--- config.mk ---
export PLATFORM = sky130hd
export DESIGN_NAME = mpch_sqrt_cell
export DESIGN_NICKNAME = d
export VERILOG_FILES = /design/src/rtl/core/moving_point_circle_hit_time_assert.svh /design/src/rtl/core/mpch_pkg.sv /design/src/rtl/core/mpch_sqrt_cell.sv
export SDC_FILE = /design/constraint.sdc
export NUM_CORES = 1
export LEC_CHECK = 0
export ABC_AREA = 1
export BUFFER_PORTS_ARGS = -buffer_cell sky130_fd_sc_hd__buf_2
export CORE_AREA = 5 5 227 229
export CTS_CLUSTER_DIAMETER = 150
export DETAILED_ROUTE_END_ITERATION = 8
export DIE_AREA = 0 0 232 234
export GPL_TIMING_DRIVEN = 0
export PLACE_DENSITY_LB_ADDON = 0.3
export SLEW_MARGIN = 10
export SYNTH_ARGS = -nofsm -noshare
export SYNTH_HDL_FRONTEND = slang
export SYNTH_SLANG_ARGS = --single-unit
--- constraint.sdc ---
create_clock -name aclk -period 1.98 [get_ports aclk]
set_input_delay 0.099 -clock aclk [delete_from_list [all_inputs] [get_ports aclk]]
set_output_delay 0.099 -clock aclk [all_outputs]
set_load 0.02 [all_outputs]
--- src/rtl/core/moving_point_circle_hit_time_assert.svh ---
// Assertion helpers used by the top-level RTL; clock and reset are aclk / aresetn.
`ifndef MOVING_POINT_CIRCLE_HIT_TIME_ASSERT_SVH
`define MOVING_POINT_CIRCLE_HIT_TIME_ASSERT_SVH

// Implication checked while out of reset.
`define MPCH_ASSERT_IMP(lbl, ante, cons, msg) \
    lbl: assert property (@(posedge aclk) disable iff (!aresetn) (ante) |-> (cons)) \
        else $error(msg);

// Implication checked at every edge, reset included.
`define MPCH_ASSERT_ALWAYS(lbl, ante, cons, msg) \
    lbl: assert property (@(posedge aclk) (ante) |-> (cons)) else $error(msg);

`endif

--- src/rtl/core/mpch_pkg.sv ---
`default_nettype none
package mpch_pkg;

    localparam int COORD_W   = 24;
    localparam int RAD_W     = COORD_W - 1;
    localparam int MAG_W     = COORD_W;
    localparam int PROD_W    = 2 * MAG_W;
    localparam int HALF_W    = PROD_W / 2;
    localparam int WIDE_W    = 2 * PROD_W;
    localparam int ROOT_W    = WIDE_W / 2;
    localparam int SQREM_W   = ROOT_W + 2;
    localparam int NUM_W     = ROOT_W + 1;
    localparam int TIME_FRAC = 16;
    localparam int TIME_W    = 32;
    localparam int SQ_CELLS  = ROOT_W;
    localparam int DIV_CELLS = TIME_W;

    typedef enum logic [2:0] {
        ST_HIT      = 3'd0,
        ST_ZERO_VEL = 3'd1,
        ST_BEHIND   = 3'd2,
        ST_NO_ROOT  = 3'd3,
        ST_NO_POS   = 3'd4
    } status_t;

    // word moving through the square-root cells
    typedef struct packed {
        logic                done;
        status_t             status;
        logic                hneg;
        logic [PROD_W-1:0]   hm;
        logic [PROD_W-1:0]   a;
        logic [WIDE_W-1:0]   disc;
        logic [SQREM_W-1:0]  rem;
        logic [ROOT_W-1:0]   root;
    } sq_t;

    // word moving through the divider cells
    typedef struct packed {
        logic                done;
        status_t             status;
        logic                sat;
        logic [PROD_W-1:0]   a;
        logic [TIME_W-1:0]   bits;
        logic [PROD_W-1:0]   rem;
        logic [TIME_W-1:0]   quot;
    } dv_t;

endpackage
`default_nettype wire

--- src/rtl/core/mpch_sqrt_cell.sv ---
`default_nettype none
module mpch_sqrt_cell import mpch_pkg::*; (
    input  wire logic aclk,
    input  wire logic aresetn,
    input  wire logic en,
    input  wire logic in_vld,
    input  sq_t       in_word,
    output logic      out_vld,
    output sq_t       out_word
);

    logic [SQREM_W+1:0] rem2, trial;
    sq_t  w_next, w_reg;
    logic vld_reg;

    // one root bit per cell: bring down two radicand bits, try root*4+1
    always_comb begin
        rem2   = {in_word.rem, in_word.disc[WIDE_W-1 -: 2]};
        trial  = {{(SQREM_W-ROOT_W){1'b0}}, in_word.root, 2'b01};
        w_next = in_word;
        w_next.disc = {in_word.disc[WIDE_W-3:0], 2'b00};
        if (rem2 >= trial) begin
            w_next.rem  = SQREM_W'(rem2 - trial);
            w_next.root = {in_word.root[ROOT_W-2:0], 1'b1};
        end else begin
            w_next.rem  = SQREM_W'(rem2);
            w_next.root = {in_word.root[ROOT_W-2:0], 1'b0};
        end
    end

    always_ff @(posedge aclk) begin
        if (!aresetn) begin
            vld_reg <= 1'b0;
        end else if (en) begin
            vld_reg <= in_vld;
        end
    end

    always_ff @(posedge aclk) begin
        if (en) begin
            w_reg <= w_next;
        end
    end

    assign out_vld  = vld_reg;
    assign out_word = w_reg;

endmodule
`default_nettype wire

==> impl_results.md <==
* Chip Width at between 200 and 250 um
* Layout Nets at between 2,000 and 3,000
* Core Area at 0.04945 sq mm
* VDD IR-drop max at 0.6154 mV
* Starting Density at roughly 29%
* Drt drc at 0
* Root Buffer: clkbuf_16
* Ys Warns at 0
* Final hold slack at -38.19 ps
* Cts hold-fix bufs at a little under 300
* GR Overflow Total at 0
* Syn_area_per_cell at approximately 9.9 sq um
* Vias in the first global route at approximately 14,000
* Pwr Density at slightly above 800 mW/mm^2
* Synth area leader: edfxtp_1
* Die area at 0.05429 sq mm
* Crit. End Element: register
* WS Path Type: input port to register
* Gpl congestion at between 0.9 and 1
* Share of layout cells above drive strength 1 at 31.22%
* Final setup viols at 0
* Clock latency at the later pin of the worst-skew pair at between 500 and 600 ps
* Gate count of the mapped netlist at roughly 1,400
* Max_cap viols at 0
* Violated checks: hold timing
* Hold Crit Class: input port to register
* Post-route ant nets at 0
* Row count at slightly above 80
* Seq cells post-synth at approximately 290
* EDFF count, synth at 293
* Final wirelength at roughly 67,000 um
* Die H at 234 um
* Sequential area share after synthesis at 62.13%
* Top post-synthesis cells by area: edfxtp_1 62%, nand2_1 12%, inv_1 7.4%
* Crit path required time at 2380 ps
* R2r setup slk at about 770 ps
* Fin crit share at between 90% and 100%
* Top cells by count, synth: 462 x nand2_1, 293 x edfxtp_1, 278 x inv_1
* Area growth, synth to finish at 58.68%
* Critical Path Source Type: input port
* Initial antenna violation count at 18
* GR Util All Layers at a little under a quarter
* Slew @ Worst Pin at between 600 and 700 ps
* Vias/cell at about 4.4
* Top-count cell post-synth: nand2_1
* Async set or reset register ratio after synthesis at 0%
* Largest net degree at the start of global routing at around 110
* Setup TNS at 0 ps
* Top FF cell, synth: edfxtp_1
* Clock Path Buffers at 3
* Leak at between 10 and 15 nW
* CTS Buf Count at 35
* Via Count at between 10,000 and 15,000
* Fin. max-slew vios at 0
* Status: finished with violations
* WHS Path Cells at 3
* Clock skew at 0 ps
* CP arrival at about 2300 ps
* Initial DRC count at ~660
* Worst Reg-to-Reg Cells at 3
* Drt pass-1 iters at 5
* Clock-pin slew on the worst setup and hold paths at approximately 60 ps
* Peak fanout along the critical path at 10
* Htree depth at 2
* Fin crit period at 1897 ps
* TritonCTS Sinks at ~300
* CTS tree: built
* Yosys top cell area share at 61.99%
* Relative slew slack at 57.87%
* Global-route wire length before repair at a little over 90,000 um
* Max Clock Freq at 527.0 MHz
* Netlist Area Pre-Place at around 0.014 sq mm
* Avg WL per Cell at 21.72 um
* I/O pins at 595
* Port bufs at around 590
* Count of different cell masters after synthesis at 35
* Hpwl dp at between 50,000 and 60,000 um
* Endpoints failing hold at 1
==> critical path, stage by stage <==
cell and delay [ps]:
buf_4 120, inv_1 50, ha_2 380, nand2_2 110, nor2_4 140, inv_2 80, nor2_4 140, nand2_2 90
nor3_4 260, nand2_8 110, nand3_4 130, buf_8 160, buf_12 160, nand3_1 140, nand2_1 100
==> metrics by stage <==
stage	cell area (sq um)	setup WS, ps	std cells	total power, mW	utilization, %
after floorplan	14200	47.25	1431	9.740	-
after global placement	18000	-3590	2695	11.46	36.40
after detailed placement	18090	-1275	2698	11.44	36.59
after CTS	22310	13.17	3055	18.46	45.12
after global routing	22510	-7.024	3059	19.12	45.52
final	22520	82.64	3063	18.31	45.54
==> routing by layer <==
layer | vias up | wire length, um | track usage (%)
met5 | - | 110 | 0
met2 | 459 | 33850 | 41.99
met4 | 16 | 3221 | 10.16
met1 | 6369 | 24980 | 26.18
met3 | 129 | 4368 | 5.340
li1 | 6478 | - | -
==> cells in the final DEF (no fill, tap or decap), types with 7 or more instances in the layout <==
cell type,instances
nand3_1,39
nand3_2,12
edfxtp_1,293
inv_1,278
buf_4,10
clkinv_2,7
dlygate4sd3_1,290
inv_2,11
buf_2,593
nand2_2,13
ha_1,37
clkbuf_16,37
xor2_1,27
nor2_1,78
ha_4,8
nor2_4,10
nand2_1,451
nand3b_1,17
a21oi_1,30
o21ai_0,24
diode_2,8
nand4_1,34
nor3_1,9
clkinv_1,11
==> final timing paths <==
check	from	end
hold / removal	in_word[192]	out_word[48]$_DFFE_PP_
setup reg to reg	out_vld$_SDFFE_PN0P_	out_vld$_SDFFE_PN0P_
hold reg to reg	out_vld$_SDFFE_PN0P_	out_vld$_SDFFE_PN0P_
setup / recovery	in_word[23]	out_word[82]$_DFFE_PP_
==> state kept, by name, indices dropped and copies added, names as in the netlist <==
register  flops
out_word    293
out_vld       1
==> power by group <==
group	switching (mW)	leakage [nW]	total, mW	internal [mW]
Sequential	0.151	2.88	7.68	7.53
Clock	2.68	0.546	6.41	3.73
Combinational	2.66	7.34	4.22	1.55
==> layout make-up <==
class	count	area, sq um
clock buffer	38	908.4
inverter	294	1104
tap	672	840.8
clock inverter	24	220.2
multi-input combinational	827	4428
sequential	294	8818
fill	4845	26930
timing repair buffer	893	6066
antenna	8	20.02
buffer	13	117.6
==> cell families (layout without fill, tap and decap cells) <==
kind of cell               Yosys count  after routing  synth area share (%)
AOI/OAI and AO/OA                   70             70                 2.680
xor gates and xnor gates            28             28                 1.728
adders and majority gates           50             50                 4.408
buffers and inverters              310           1262                 8.524
DFF                                294            294                 62.13
other                                1             10               0.02642
and+or+nand+nor                    677            677                 20.50
==> repair_timing <==
item	in CTS	in global routing
gates resized for setup	27	34
endpoints found under the hold margin	301	1
setup buffers	5	2
setup endpoints to repair	51	42
gates cloned	0	1
pin swaps	3	3
(Power assumes the default switching activity.)
