File: config.mk
export PLATFORM = sky130hd
export DESIGN_NAME = mpch_div_cell
export DESIGN_NICKNAME = d
export VERILOG_FILES = /design/src/rtl/core/moving_point_circle_hit_time_assert.svh /design/src/rtl/core/mpch_pkg.sv /design/src/rtl/core/mpch_div_cell.sv
export SDC_FILE = /design/constraint.sdc
export NUM_CORES = 1
export LEC_CHECK = 0
export BUFFER_PORTS_ARGS = -buffer_cell sky130_fd_sc_hd__buf_2
export CAP_MARGIN = 15
export CORE_MARGIN = 2
export CORE_UTILIZATION = 53
export DETAILED_ROUTE_END_ITERATION = 8
export PLACE_DENSITY = 0.94
export SYNTH_ARGS = -nofsm -noshare
export SYNTH_HDL_FRONTEND = slang
export SYNTH_SLANG_ARGS = --single-unit
File: constraint.sdc
create_clock -name aclk -period 6.37 [get_ports aclk]
set_input_delay 0.3185 -clock aclk [delete_from_list [all_inputs] [get_ports aclk]]
set_output_delay 0.3185 -clock aclk [all_outputs]
set_load 0.01 [all_outputs]
File: src/rtl/core/moving_point_circle_hit_time_assert.svh
// Assertion helpers used by the top-level RTL; clock and reset are aclk / aresetn.
`ifndef MOVING_POINT_CIRCLE_HIT_TIME_ASSERT_SVH
`define MOVING_POINT_CIRCLE_HIT_TIME_ASSERT_SVH

// Implication checked while out of reset.
`define MPCH_ASSERT_IMP(lbl, ante, cons, msg) \
    lbl: assert property (@(posedge aclk) disable iff (!aresetn) (ante) |-> (cons)) \
        else $error(msg);

// Implication checked at every edge, reset included.
`define MPCH_ASSERT_ALWAYS(lbl, ante, cons, msg) \
    lbl: assert property (@(posedge aclk) (ante) |-> (cons)) else $error(msg);

`endif

File: src/rtl/core/mpch_pkg.sv
`default_nettype none
package mpch_pkg;

    localparam int COORD_W   = 24;
    localparam int RAD_W     = COORD_W - 1;
    localparam int MAG_W     = COORD_W;
    localparam int PROD_W    = 2 * MAG_W;
    localparam int HALF_W    = PROD_W / 2;
    localparam int WIDE_W    = 2 * PROD_W;
    localparam int ROOT_W    = WIDE_W / 2;
    localparam int SQREM_W   = ROOT_W + 2;
    localparam int NUM_W     = ROOT_W + 1;
    localparam int TIME_FRAC = 16;
    localparam int TIME_W    = 32;
    localparam int SQ_CELLS  = ROOT_W;
    localparam int DIV_CELLS = TIME_W;

    typedef enum logic [2:0] {
        ST_HIT      = 3'd0,
        ST_ZERO_VEL = 3'd1,
        ST_BEHIND   = 3'd2,
        ST_NO_ROOT  = 3'd3,
        ST_NO_POS   = 3'd4
    } status_t;

    // word moving through the square-root cells
    typedef struct packed {
        logic                done;
        status_t             status;
        logic                hneg;
        logic [PROD_W-1:0]   hm;
        logic [PROD_W-1:0]   a;
        logic [WIDE_W-1:0]   disc;
        logic [SQREM_W-1:0]  rem;
        logic [ROOT_W-1:0]   root;
    } sq_t;

    // word moving through the divider cells
    typedef struct packed {
        logic                done;
        status_t             status;
        logic                sat;
        logic [PROD_W-1:0]   a;
        logic [TIME_W-1:0]   bits;
        logic [PROD_W-1:0]   rem;
        logic [TIME_W-1:0]   quot;
    } dv_t;

endpackage
`default_nettype wire

File: src/rtl/core/mpch_div_cell.sv
`default_nettype none
module mpch_div_cell import mpch_pkg::*; (
    input  wire logic aclk,
    input  wire logic aresetn,
    input  wire logic en,
    input  wire logic in_vld,
    input  dv_t       in_word,
    output logic      out_vld,
    output dv_t       out_word
);

    logic [PROD_W:0] rem2;
    dv_t  w_next, w_reg;
    logic vld_reg;

    // one quotient bit per cell, restoring
    always_comb begin
        rem2   = {in_word.rem, in_word.bits[TIME_W-1]};
        w_next = in_word;
        w_next.bits = {in_word.bits[TIME_W-2:0], 1'b0};
        if (rem2 >= {1'b0, in_word.a}) begin
            w_next.rem  = PROD_W'(rem2 - {1'b0, in_word.a});
            w_next.quot = {in_word.quot[TIME_W-2:0], 1'b1};
        end else begin
            w_next.rem  = rem2[PROD_W-1:0];
            w_next.quot = {in_word.quot[TIME_W-2:0], 1'b0};
        end
    end

    always_ff @(posedge aclk) begin
        if (!aresetn) begin
            vld_reg <= 1'b0;
        end else if (en) begin
            vld_reg <= in_vld;
        end
    end

    always_ff @(posedge aclk) begin
        if (en) begin
            w_reg <= w_next;
        end
    end

    assign out_vld  = vld_reg;
    assign out_word = w_reg;

endmodule
`default_nettype wire

==> impl_metrics.json, run 1 <==
{
  "hold_viol_final": 0,
  "final_util_pct": 69.3,
  "cts_buffer_depth": 2,
  "endpoint": "out_word[39]",
  "synth_fp_nets": 912,
  "dieHeight_microns": 132,
  "cts_resized": 0,
  "drc_errors": 0,
  "synth_edf_count": 164,
  "drt_iter0_markers": 544,
  "final_common_cell": "buf_2",
  "core_sq_um": 15900,
  "clk_pin_slew_ns": 0.07,
  "via_count": 6961,
  "fillers": 1114,
  "final_antenna_net_count": 0,
  "drt_pass1_iterations": 5,
  "fin_cells": 1253,
  "hold_class": "in -> reg",
  "numCtsBuffers": 17,
  "rsz0062_at_grt": "false",
  "finalCritPeriodShare_pct": 53.2,
  "reg2reg_depth": 2,
  "finalPower_mw": 3.06,
  "nets": 1241,
  "overflow": 0,
  "grt_max_degree": 86,
  "die_w_microns": 132,
  "postSynthCellCount": 694,
  "setup.worst_path.class": "in -> reg",
  "multi_input_area_sq_um": 3340,
  "cts_tree": "yes",
  "fin_crit_ns": 3.39,
  "regToRegSetupSlack_ns": 5.78,
  "die_area_sq_um": 17400,
  "antenna_found_initial": 2,
  "synthArstFlopShare_pct": 0,
  "cp.arrival_ns": 3.57,
  "skew_ns": 0,
  "worst_pin_slew_ns": 1.04,
  "io_pins": 335,
  "holdBufCountCts": 0,
  "grt_usage_pct": 27.4,
  "worstPathRequired_ns": 6.55,
  "crit_start": "in_word[49]",
  "r2r_start": "out_vld",
  "routedWlPerCell_microns": 19.2,
  "fmax_ghz": 0.295,
  "hp-start": "in_word[103]",
  "avgSynthCellArea_sq_um": 12.5,
  "grt_pass1_wl_mm": 36.7,
  "place.gp.congestion": 0.912,
  "htreeDepth": 4,
  "start_kind": "primary input",
  "mostFrequentLayoutCells": "331 x buf_2, 164 x edfxtp_1, 64 x inv_1",
  "synth-seq-cells": 165,
  "relSlewSlack_pct": 30.8,
  "syn_area_sq_um": 8680,
  "vdd_drop_max_uv": 201,
  "cts_num_sinks": 165,
  "area_growth_pct": 27.3,
  "synth_top_flop_cell": "edfxtp_1",
  "post_cts_buffers": 0,
  "cts-root-buf": "clkbuf_16",
  "clock_latency_ns": 0.43,
  "io_buffers": 332,
  "status": "completed",
  "viasPerCell": 5.56,
  "critPathCaptureType": "register",
  "yosys_warnings": 0,
  "drive_gt1_share_pct": 40.3,
  "wl_mm": 24.1,
  "r2r_end": "out_vld",
  "setup_viol": 0,
  "start_util_pct": 54.5,
  "slew_violations": 0,
  "ff_latch_area_sq_um": 4940,
  "crit_fanout": 48,
  "final.setup.tns_ns": 0,
  "grt_pass1_vias": 6838,
  "p_leak_nw": 5.02,
  "dp_cells": 1220,
  "dp_hpwl_mm": 18.5,
  "rows": 46,
  "cap_violations": 0,
  "power_density_nw_per_um2": 277,
  "ys_seq_area_share_pct": 56.9,
  "synth_cell_types": 57,
  "hold_slack_ns": 0.0577
}
[area by class of cell]
cell class                 instances  area share (%)
sequential                       165            44.7
multi-input combinational        442            30.2
timing repair buffer             333            15.2
clock buffer                      18            3.88
tap                              216            2.44
inverter                          64            2.17
clock inverter                    14            1.38
antenna                            1          0.0226
[metal layers]
metal  share of wire (%)  track usage (%)  wire length (microns)  up-vias
li1                    -                -                      -     3242
met1                  37             32.0                   9020     3280
met2                  50             47.5                  12200      362
met3                 7.3             6.88                   1760       75
met4                 4.8             12.7                   1150        2
met5               0.058                0                     14        -
[metrics by stage]
stage	worst slack [ns]	cell area, sq um
floorplan	3.32	8680
global placement	2.62	10500
detailed placement	2.60	10500
CTS	2.99	11100
global route	2.85	11100
finish	2.98	11100
[cell usage after synthesis, drive strengths merged (2+ instances only)]
cell | instances | area share [%]
a211o | 2 | 0.20
a211oi | 2 | 0.17
a21o | 29 | 2.5
a21oi | 51 | 3.0
a221o | 2 | 0.23
a221oi | 4 | 0.40
a31o | 3 | 0.40
a31oi | 7 | 0.50
and2 | 5 | 0.36
and3 | 7 | 0.50
buf | 11 | 1.3
clkbuf | 12 | 0.52
edfxtp | 164 | 57
ha | 48 | 6.9
inv | 64 | 2.8
mux2 | 44 | 6.4
mux2i | 7 | 0.81
nand2 | 34 | 1.5
nand2b | 6 | 0.43
nand3 | 13 | 0.86
nand4 | 15 | 1.1
nor2 | 34 | 1.5
nor2b | 6 | 0.43
nor3 | 9 | 0.52
nor4 | 4 | 0.29
o211ai | 4 | 0.35
o21a | 3 | 0.26
o21ai | 31 | 1.8
o21bai | 10 | 0.86
o221a | 2 | 0.26
o31ai | 3 | 0.26
xnor2 | 29 | 2.9
xor2 | 14 | 1.4
[state kept, by name (all words and copies together) (netlist names)]
| signal | count |
|---|---|
| out_vld | 1 |
| out_word | 164 |
[kinds of logic (layout without fill, tap and decap cells)]
| kind of cell | count (synthesis) | after routing | synth area share [%] |
|---|---|---|---|
| compound gates | 160 | 160 | 11.9 |
| xor+xnor | 43 | 43 | 4.34 |
| fa+ha+maj | 49 | 49 | 7.15 |
| buf+inv | 87 | 429 | 4.60 |
| flops | 165 | 165 | 56.9 |
| mux | 51 | 51 | 7.16 |
| other cells | 1 | 2 | 0.0432 |
| simple gates | 138 | 138 | 7.88 |
[where the power goes]
part	switching (mW)	total, mW	leakage (nW)	internal, mW
Clock	0.481	1.01	0.287	0.527
Sequential	0.0289	1.36	1.61	1.33
Combinational	0.387	0.695	3.12	0.308
[worst max-delay path: stages]
cell and delay [ns]:
buf_2 0.11, ha_1 0.41, a21oi_1 0.31, o21bai_1 0.15, a221o_1 0.37, a221o_1 0.38
o21ai_2 0.19, a21o_1 0.15, a31o_4 0.74, mux2_2 0.42
[worst min path at each step]
| stage | endpoint | slack [ns] | cells after the start |
|---|---|---|---|
| finish | out_word[104] | 0.06 | 1 |
| global route | out_word[99] | 0.04 | 1 |
| CTS | out_word[104] | 0.05 | 1 |
| detailed placement | out_word[104] | 0.50 | 1 |
| global placement | out_vld | 0.49 | 2 |
| floorplan | out_word[100] | 0.42 | 0 |
(Power assumes the default switching activity.)
==> run 2, diff against run 1 <==
--- a/config.mk
+++ b/config.mk
@@ -5,12 +5,13 @@
 export SDC_FILE = /design/constraint.sdc
 export NUM_CORES = 1
 export LEC_CHECK = 0
+export ABC_AREA = 1
 export BUFFER_PORTS_ARGS = -buffer_cell sky130_fd_sc_hd__buf_2
 export CAP_MARGIN = 15
 export CORE_MARGIN = 2
-export CORE_UTILIZATION = 53
+export CORE_UTILIZATION = 52
 export DETAILED_ROUTE_END_ITERATION = 8
-export PLACE_DENSITY = 0.94
+export PLACE_DENSITY = 0.9
 export SYNTH_ARGS = -nofsm -noshare
 export SYNTH_HDL_FRONTEND = slang
 export SYNTH_SLANG_ARGS = --single-unit
==> constraint.sdc (replaced) <==
create_clock -name aclk -period 3.35 [get_ports aclk]
set_input_delay 0.1675 -clock aclk [delete_from_list [all_inputs] [get_ports aclk]]
set_output_delay 0.1675 -clock aclk [all_outputs]
set_load 0.01 [all_outputs]
==> run 2 against run 1 <==
- combinational power rose by 130%
- total power up 110%
- final cell count up 64%
- critical path depth rose by 4
- sequential share of layout area decreased by 9.2 points
- area after synthesis is 17% higher
- synthesized cell count increased by 89%
- via count is 57% higher
- global-route usage increased by 13 points
- register-to-register slack lost 3.8 ns
- sequential power increased by 90%
- critical path type unchanged
==> impl_metrics.json, run 2 <==
{
  "power_frac_comb_pct": 25.9,
  "grt_pass1_vias": 10500,
  "power_density_nw_per_um2": 451,
  "fmax_ghz": 0.350,
  "antenna_found_initial": 3,
  "start_kind": "primary input",
  "cap_violations": 0,
  "postPlaceCellArea_sq_um": 12200,
  "hold_class": "in -> reg",
  "synthArstFlopShare_pct": 0,
  "core_sq_um": 19300,
  "setup_viol": 0,
  "clk_pin_slew_ns": 0.08,
  "mostFrequentLayoutCells": "519 x nand2_1, 331 x buf_2, 271 x inv_1",
  "postLayoutCellArea_sq_um": 13900,
  "overflow": 0,
  "synth_common_cells": "519 x nand2_1, 271 x inv_1, 164 x edfxtp_1",
  "synth_top_flop_cell": "edfxtp_1",
  "viasPerCell": 5.34,
  "vdd_drop_max_uv": 349,
  "ys_top_cells_by_area": "edfxtp_1 48%, nand2_1 19%, inv_1 10%",
  "cts_resized": 0,
  "switching_share_pct": 34.5,
  "synthMostInstantiatedCell": "nand2_1",
  "relSlewSlack_pct": 54.7,
  "synth_edf_count": 164,
  "holdBufCountCts": 117,
  "start_util_pct": 52.7,
  "finalPower_mw": 6.28,
  "yosysTopAreaCell": "edfxtp_1",
  "io_buffers": 332,
  "postSynthCellCount": 1312,
  "grt_max_degree": 69,
  "synth-seq-cells": 165,
  "crit_fanout": 49,
  "cts_num_sinks": 165,
  "rows": 51,
  "grt_usage_pct": 40.1,
  "power.clock.fraction_pct": 32.8,
  "ys_seq_area_share_pct": 48.6,
  "synth_fp_nets": 1530,
  "grt_pass1_wl_mm": 60.3,
  "io_pins": 335,
  "yosysTopAreaCellShare_pct": 48.4,
  "dieHeight_microns": 144,
  "hp-start": "in_word[57]",
  "post_cts_buffers": 0,
  "yosys_warnings": 0,
  "hold_slack_ns": 0.0577,
  "final_util_pct": 72.1,
  "worst_pin_slew_ns": 0.680,
  "switching_power_mw": 2.16,
  "cp_slowest_cell": "dlygate4sd3_1",
  "cp.arrival_ns": 3.15,
  "synth_cell_types": 32,
  "p_seq_share_pct": 41.3,
  "drive_gt1_share_pct": 22.2,
  "final_antenna_net_count": 0,
  "worst_slack_ns": 0.494,
  "rsz0062_at_grt": "false",
  "drt_pass1_iterations": 6,
  "die_area_sq_um": 20700,
  "status": "completed",
  "dp_hpwl_mm": 27.1,
  "routedWlPerCell_microns": 20.5,
  "htreeDepth": 4,
  "area_growth_pct": 36.8,
  "avgSynthCellArea_sq_um": 7.76,
  "final.setup.tns_ns": 0,
  "skew_ns": 0,
  "fin_crit_ns": 2.86,
  "cpPeakStageDelay_ns": 0.57,
  "setup.worst_path.class": "in -> reg",
  "die_w_microns": 144,
  "cp_cell_sequence": "dlygate4sd3_1 -> buf_2 -> inv_1 -> ha_1 -> nand2_1 -> nor2_1 -> nand2_1 -> nor2_1 -> nand3_1 -> buf_4 -> nand3_2 -> buf_12 -> nand2_1 -> nand2_1",
  "place.gp.congestion": 0.918,
  "drc_errors": 0,
  "hold_viol_final": 0,
  "reg2reg_depth": 3,
  "largest_register_ffs": 164,
  "cts-root-buf": "clkbuf_16",
  "cts_tree": "yes",
  "r2r_start": "out_vld",
  "crit_path_frequent_cell": "nand2_1",
  "drt_iter0_markers": 1276,
  "final_common_cell": "nand2_1",
  "crit_start": "in_word[135]",
  "clock_latency_ns": 0.44,
  "syn_area_sq_um": 10200,
  "wl_mm": 41.9,
  "holdPathEnd": "out_word[58]",
  "fillers": 1418,
  "hold_path_depth": 3,
  "cts_buffer_depth": 2,
  "numCtsBuffers": 17,
  "regToRegSetupSlack_ns": 1.95,
  "critPathCaptureType": "register",
  "via_count": 10900,
  "worstPathRequired_ns": 3.65,
  "p_leak_nw": 7.41,
  "nets": 1987,
  "fin_cells": 2049,
  "intPower_mw": 4.12,
  "finalCritPeriodShare_pct": 85.3,
  "dp_cells": 1898,
  "r2r_end": "out_vld",
  "dp_slack_ns": 0.788,
  "slew_violations": 0
}
run 2: changes by cell type after synthesis, sizes merged, moves of 23 or more:
cell / previous run / this run
nand2: 34 / 520
inv: 64 / 279
nand4: 15 / 58
nor2: 34 / 102
o21ai: 31 / 1
nand3: 13 / 47
a21oi: 51 / 28
a21o: 29 / 0
mux2: 44 / 0
xnor2: 29 / 1
run 2: cells by family (layout without fill, tap and decap cells):
logic type | count (synthesis) | in the layout | synth area share, %
buf+inv | 301 | 771 | 11.5
fa+ha+maj | 49 | 49 | 6.09
xor+xnor | 25 | 25 | 2.15
simple gates | 737 | 737 | 29.8
compound gates | 34 | 34 | 1.83
flops | 165 | 165 | 48.6
other cells | 1 | 3 | 0.0368
run 2: worst max path at each step:
| stage | cells past startpoint | slack, ns | to |
|---|---|---|---|
| 4_1_cts | 14 | 0.67 | out_word[56] |
| 6_report | 14 | 0.49 | out_word[47] |
| 3_3_place_gp | 13 | 0.84 | out_word[70] |
| 3_5_place_dp | 16 | 0.79 | out_word[70] |
| 5_1_grt | 14 | 0.34 | out_word[56] |
| 2_1_floorplan | 13 | 1.45 | out_word[59] |
run 2: area by class of cell:
type / instances / area [sq um] / share of cell area (%)
Sequential cell: 165 / 4940 / 35.5
Multi-Input combinational cell: 846 / 4070 / 29.2
Timing Repair Buffer: 459 / 2940 / 21.1
Inverter: 280 / 1050 / 7.54
Clock buffer: 17 / 425 / 3.05
Tap cell: 265 / 332 / 2.38
Clock inverter: 15 / 161 / 1.16
Antenna cell: 2 / 5.00 / 0.0359
run 2: power by group through the flow:
| stage | Combinational, mW | Sequential (mW) | Clock, mW |
|---|---|---|---|
| after floorplan | 0.684 | 2.74 | 0 |
| after global placement | 1.38 | 2.61 | 0 |
| after detailed placement | 1.41 | 2.62 | 0 |
| after CTS | 1.53 | 2.57 | 2.01 |
| after global routing | 1.75 | 2.61 | 2.12 |
| final | 1.63 | 2.59 | 2.06 |
run 2: worst max-delay path: cells and delay by family:
kind / cells / cell delay, ns
buffers and inverters: 5 / 1.30
AND/OR/NAND/NOR: 8 / 1.29
adder cells (fa/ha/maj): 1 / 0.34
run 2: per-layer routing:
metal	up-vias	part of all wire, %	GRT usage, %
li1	5011	-	-
met1	4910	36	46.6
met2	800	46	65.0
met3	204	12	13.2
met4	8	6.5	22.5
met5	-	0.27	2.51
==> run 3, diff against run 2 <==
--- a/config.mk
+++ b/config.mk
@@ -8,10 +8,13 @@
 export ABC_AREA = 1
 export BUFFER_PORTS_ARGS = -buffer_cell sky130_fd_sc_hd__buf_2
 export CAP_MARGIN = 15
+export CELL_PAD_IN_SITES_DETAIL_PLACEMENT = 1
+export CELL_PAD_IN_SITES_GLOBAL_PLACEMENT = 1
 export CORE_MARGIN = 2
-export CORE_UTILIZATION = 52
+export CORE_UTILIZATION = 33
 export DETAILED_ROUTE_END_ITERATION = 8
-export PLACE_DENSITY = 0.9
+export GPL_TIMING_DRIVEN = 0
+export PLACE_DENSITY = 0.85
 export SYNTH_ARGS = -nofsm -noshare
 export SYNTH_HDL_FRONTEND = slang
 export SYNTH_SLANG_ARGS = --single-unit
==> constraint.sdc (replaced) <==
create_clock -name aclk -period 2.3 [get_ports aclk]
set_input_delay 0.115 -clock aclk [delete_from_list [all_inputs] [get_ports aclk]]
set_output_delay 0.115 -clock aclk [all_outputs]
set_load 0.01 [all_outputs]
==> run 3 against run 2 <==
- register-to-register slack lost 0.96 ns
- sequential power grew 45%
- first-iteration DRC count shrank 61%
- global-route usage shrank 15 points
- critical path depth is the same
- clock-buffer cell count is the same
- combinational power grew 44%
- sequential share of layout area shrank 0.89 points
- clock skew is the same
- worst hold slack lost 0.050 ns
- largest cell class unchanged
==> impl_metrics.json, run 3 (same netlist as run 2, synthesis figures left out) <==
{
  "io_pins": 335,
  "overflow": 0,
  "cp_slowest_cell": "ha_1",
  "numCtsBuffers": 17,
  "cp.depth": 14,
  "area_growth_pct": 40.3,
  "grt_max_degree": 107,
  "finalCritPeriodShare_pct": 93.0,
  "nets": 2016,
  "intPower_mw": 5.94,
  "finalPower_mw": 8.78,
  "mostFrequentLayoutCells": "519 x nand2_1, 337 x buf_2, 271 x inv_1",
  "core_sq_um": 30500,
  "final.setup.tns_ns": 0,
  "fillers": 3800,
  "cts_num_sinks": 165,
  "hold_slack_ns": 0.00813,
  "grt_pass1_vias": 11100,
  "final_antenna_net_count": 0,
  "fin_cells": 2210,
  "worstPathRequired_ns": 2.51,
  "die_area_sq_um": 32300,
  "cpPeakStageDelay_ns": 0.36,
  "cp.arrival_ns": 2.35,
  "postPlaceCellArea_sq_um": 12400,
  "routedWlPerCell_microns": 18.3,
  "cts_buffer_depth": 2,
  "switching_share_pct": 32.3,
  "drive_gt1_share_pct": 22.4,
  "vdd_drop_max_uv": 465,
  "dp_hpwl_mm": 30.8,
  "largest_register_ffs": 164,
  "grt_pass1_wl_mm": 62.7,
  "via_count": 10300,
  "critPathCaptureType": "register",
  "grt_usage_pct": 25.2,
  "start_util_pct": 33.4,
  "rows": 64,
  "rsz0062_at_grt": "false",
  "critPathTopFamily": "simple AND/OR/NAND/NOR gates",
  "postLayoutCellArea_sq_um": 14300,
  "start_kind": "primary input",
  "power.clock.fraction_pct": 30.5,
  "hold_viol_final": 0,
  "setup.worst_path.class": "in -> reg",
  "drt_iter0_markers": 498,
  "cp_cell_sequence": "buf_2 -> inv_1 -> ha_1 -> nand2_1 -> nor2_1 -> nand2_1 -> nand2_1 -> inv_1 -> nand2_1 -> a21oi_4 -> clkbuf_4 -> buf_4 -> nand4_1 -> nand2_1",
  "worst_pin_slew_ns": 0.622,
  "drt_pass1_iterations": 7,
  "drc_errors": 0,
  "fmax_ghz": 0.467,
  "clock_latency_ns": 0.46,
  "wl_mm": 40.5,
  "crit_path_frequent_cell": "nand2_1",
  "die_w_microns": 180,
  "skew_ns": 0,
  "power_frac_comb_pct": 26.7,
  "viasPerCell": 4.68,
  "dieHeight_microns": 180,
  "slew_violations": 0,
  "power_density_nw_per_um2": 614,
  "reg2reg_depth": 3,
  "antenna_found_initial": 4,
  "regToRegSetupSlack_ns": 0.99,
  "io_buffers": 332,
  "clk_pin_slew_ns": 0.07,
  "setup_viol": 0,
  "cp_num_buf_inv": 5,
  "switching_power_mw": 2.84,
  "dp_cells": 2041,
  "status": "completed",
  "htreeDepth": 4,
  "relSlewSlack_pct": 58.5,
  "p_seq_share_pct": 42.8,
  "cts-root-buf": "clkbuf_16",
  "final_common_cell": "nand2_1",
  "fin_crit_ns": 2.14,
  "hold_class": "in -> reg",
  "crit_fanout": 10,
  "cts_tree": "yes",
  "p_leak_nw": 7.49,
  "cap_violations": 0,
  "place.gp.congestion": 0.908,
  "hold_path_depth": 3
}
## run 3: path summary, 6_finish.rpt
check | from | to
worst max-delay path | in_word[141] | out_word[59]
worst min-delay path | in_word[44] | out_word[45]
worst max register to register | out_vld | out_vld
worst min register to register | out_vld | out_vld
## run 3: metrics by stage
stage	worst slack [ns]	utilization [%]
global placement	-0.934	40.5
detailed placement	-0.542	40.6
CTS	0.0566	46.7
global route	0.0211	46.8
floorplan	0.449	-
finish	0.161	46.8
## run 3: power by group through the flow
stage | sequential [mW] | combinational [mW] | clock (mW)
finish | 3.76 | 2.34 | 2.68
global route | 3.78 | 2.60 | 2.83
CTS | 3.75 | 2.33 | 2.73
detailed placement | 3.82 | 2.13 | 0
global placement | 3.81 | 2.07 | 0
floorplan | 3.98 | 0.997 | 0
## run 3: cell type report
type                            count  area (sq um)  share of cell area (%)
Clock buffer                       17           425                    2.98
Buffer                             21           130                   0.911
Clock inverter                     15           105                   0.735
Inverter                          280          1050                    7.35
Tap cell                          396           495                    3.47
Multi-Input combinational cell    846          4100                    28.7
Sequential cell                   165          4940                    34.6
Timing Repair Buffer              467          3040                    21.2
Antenna cell                        3          7.51                  0.0525
## run 3: worst reg2reg max path: cells and delay by family, from the launching register on
kind	cells	cell delay (ns)
AO/OA/AOI/OAI	2	0.29
buffers and inverters	1	0.59
flip-flops	1	0.32
## run 3: metal layers
metal / wire length (microns) / part of all wire, % / global-route usage, %
met1: 17700 / 44 / 31.6
met2: 20100 / 50 / 43.7
met3: 1770 / 4.4 / 4.66
met4: 941 / 2.3 / 8.55
met5: 15 / 0.037 / 0
## run 3: timing repair
action | CTS | global route
hold endpoints to repair | 133 | 0
hold buffers | 134 | 0
cloned | 0 | 0
setup buffers | 0 | 0
resized for setup | 1 | 11
pin swaps | 0 | 0
setup endpoints to repair | 20 | 35
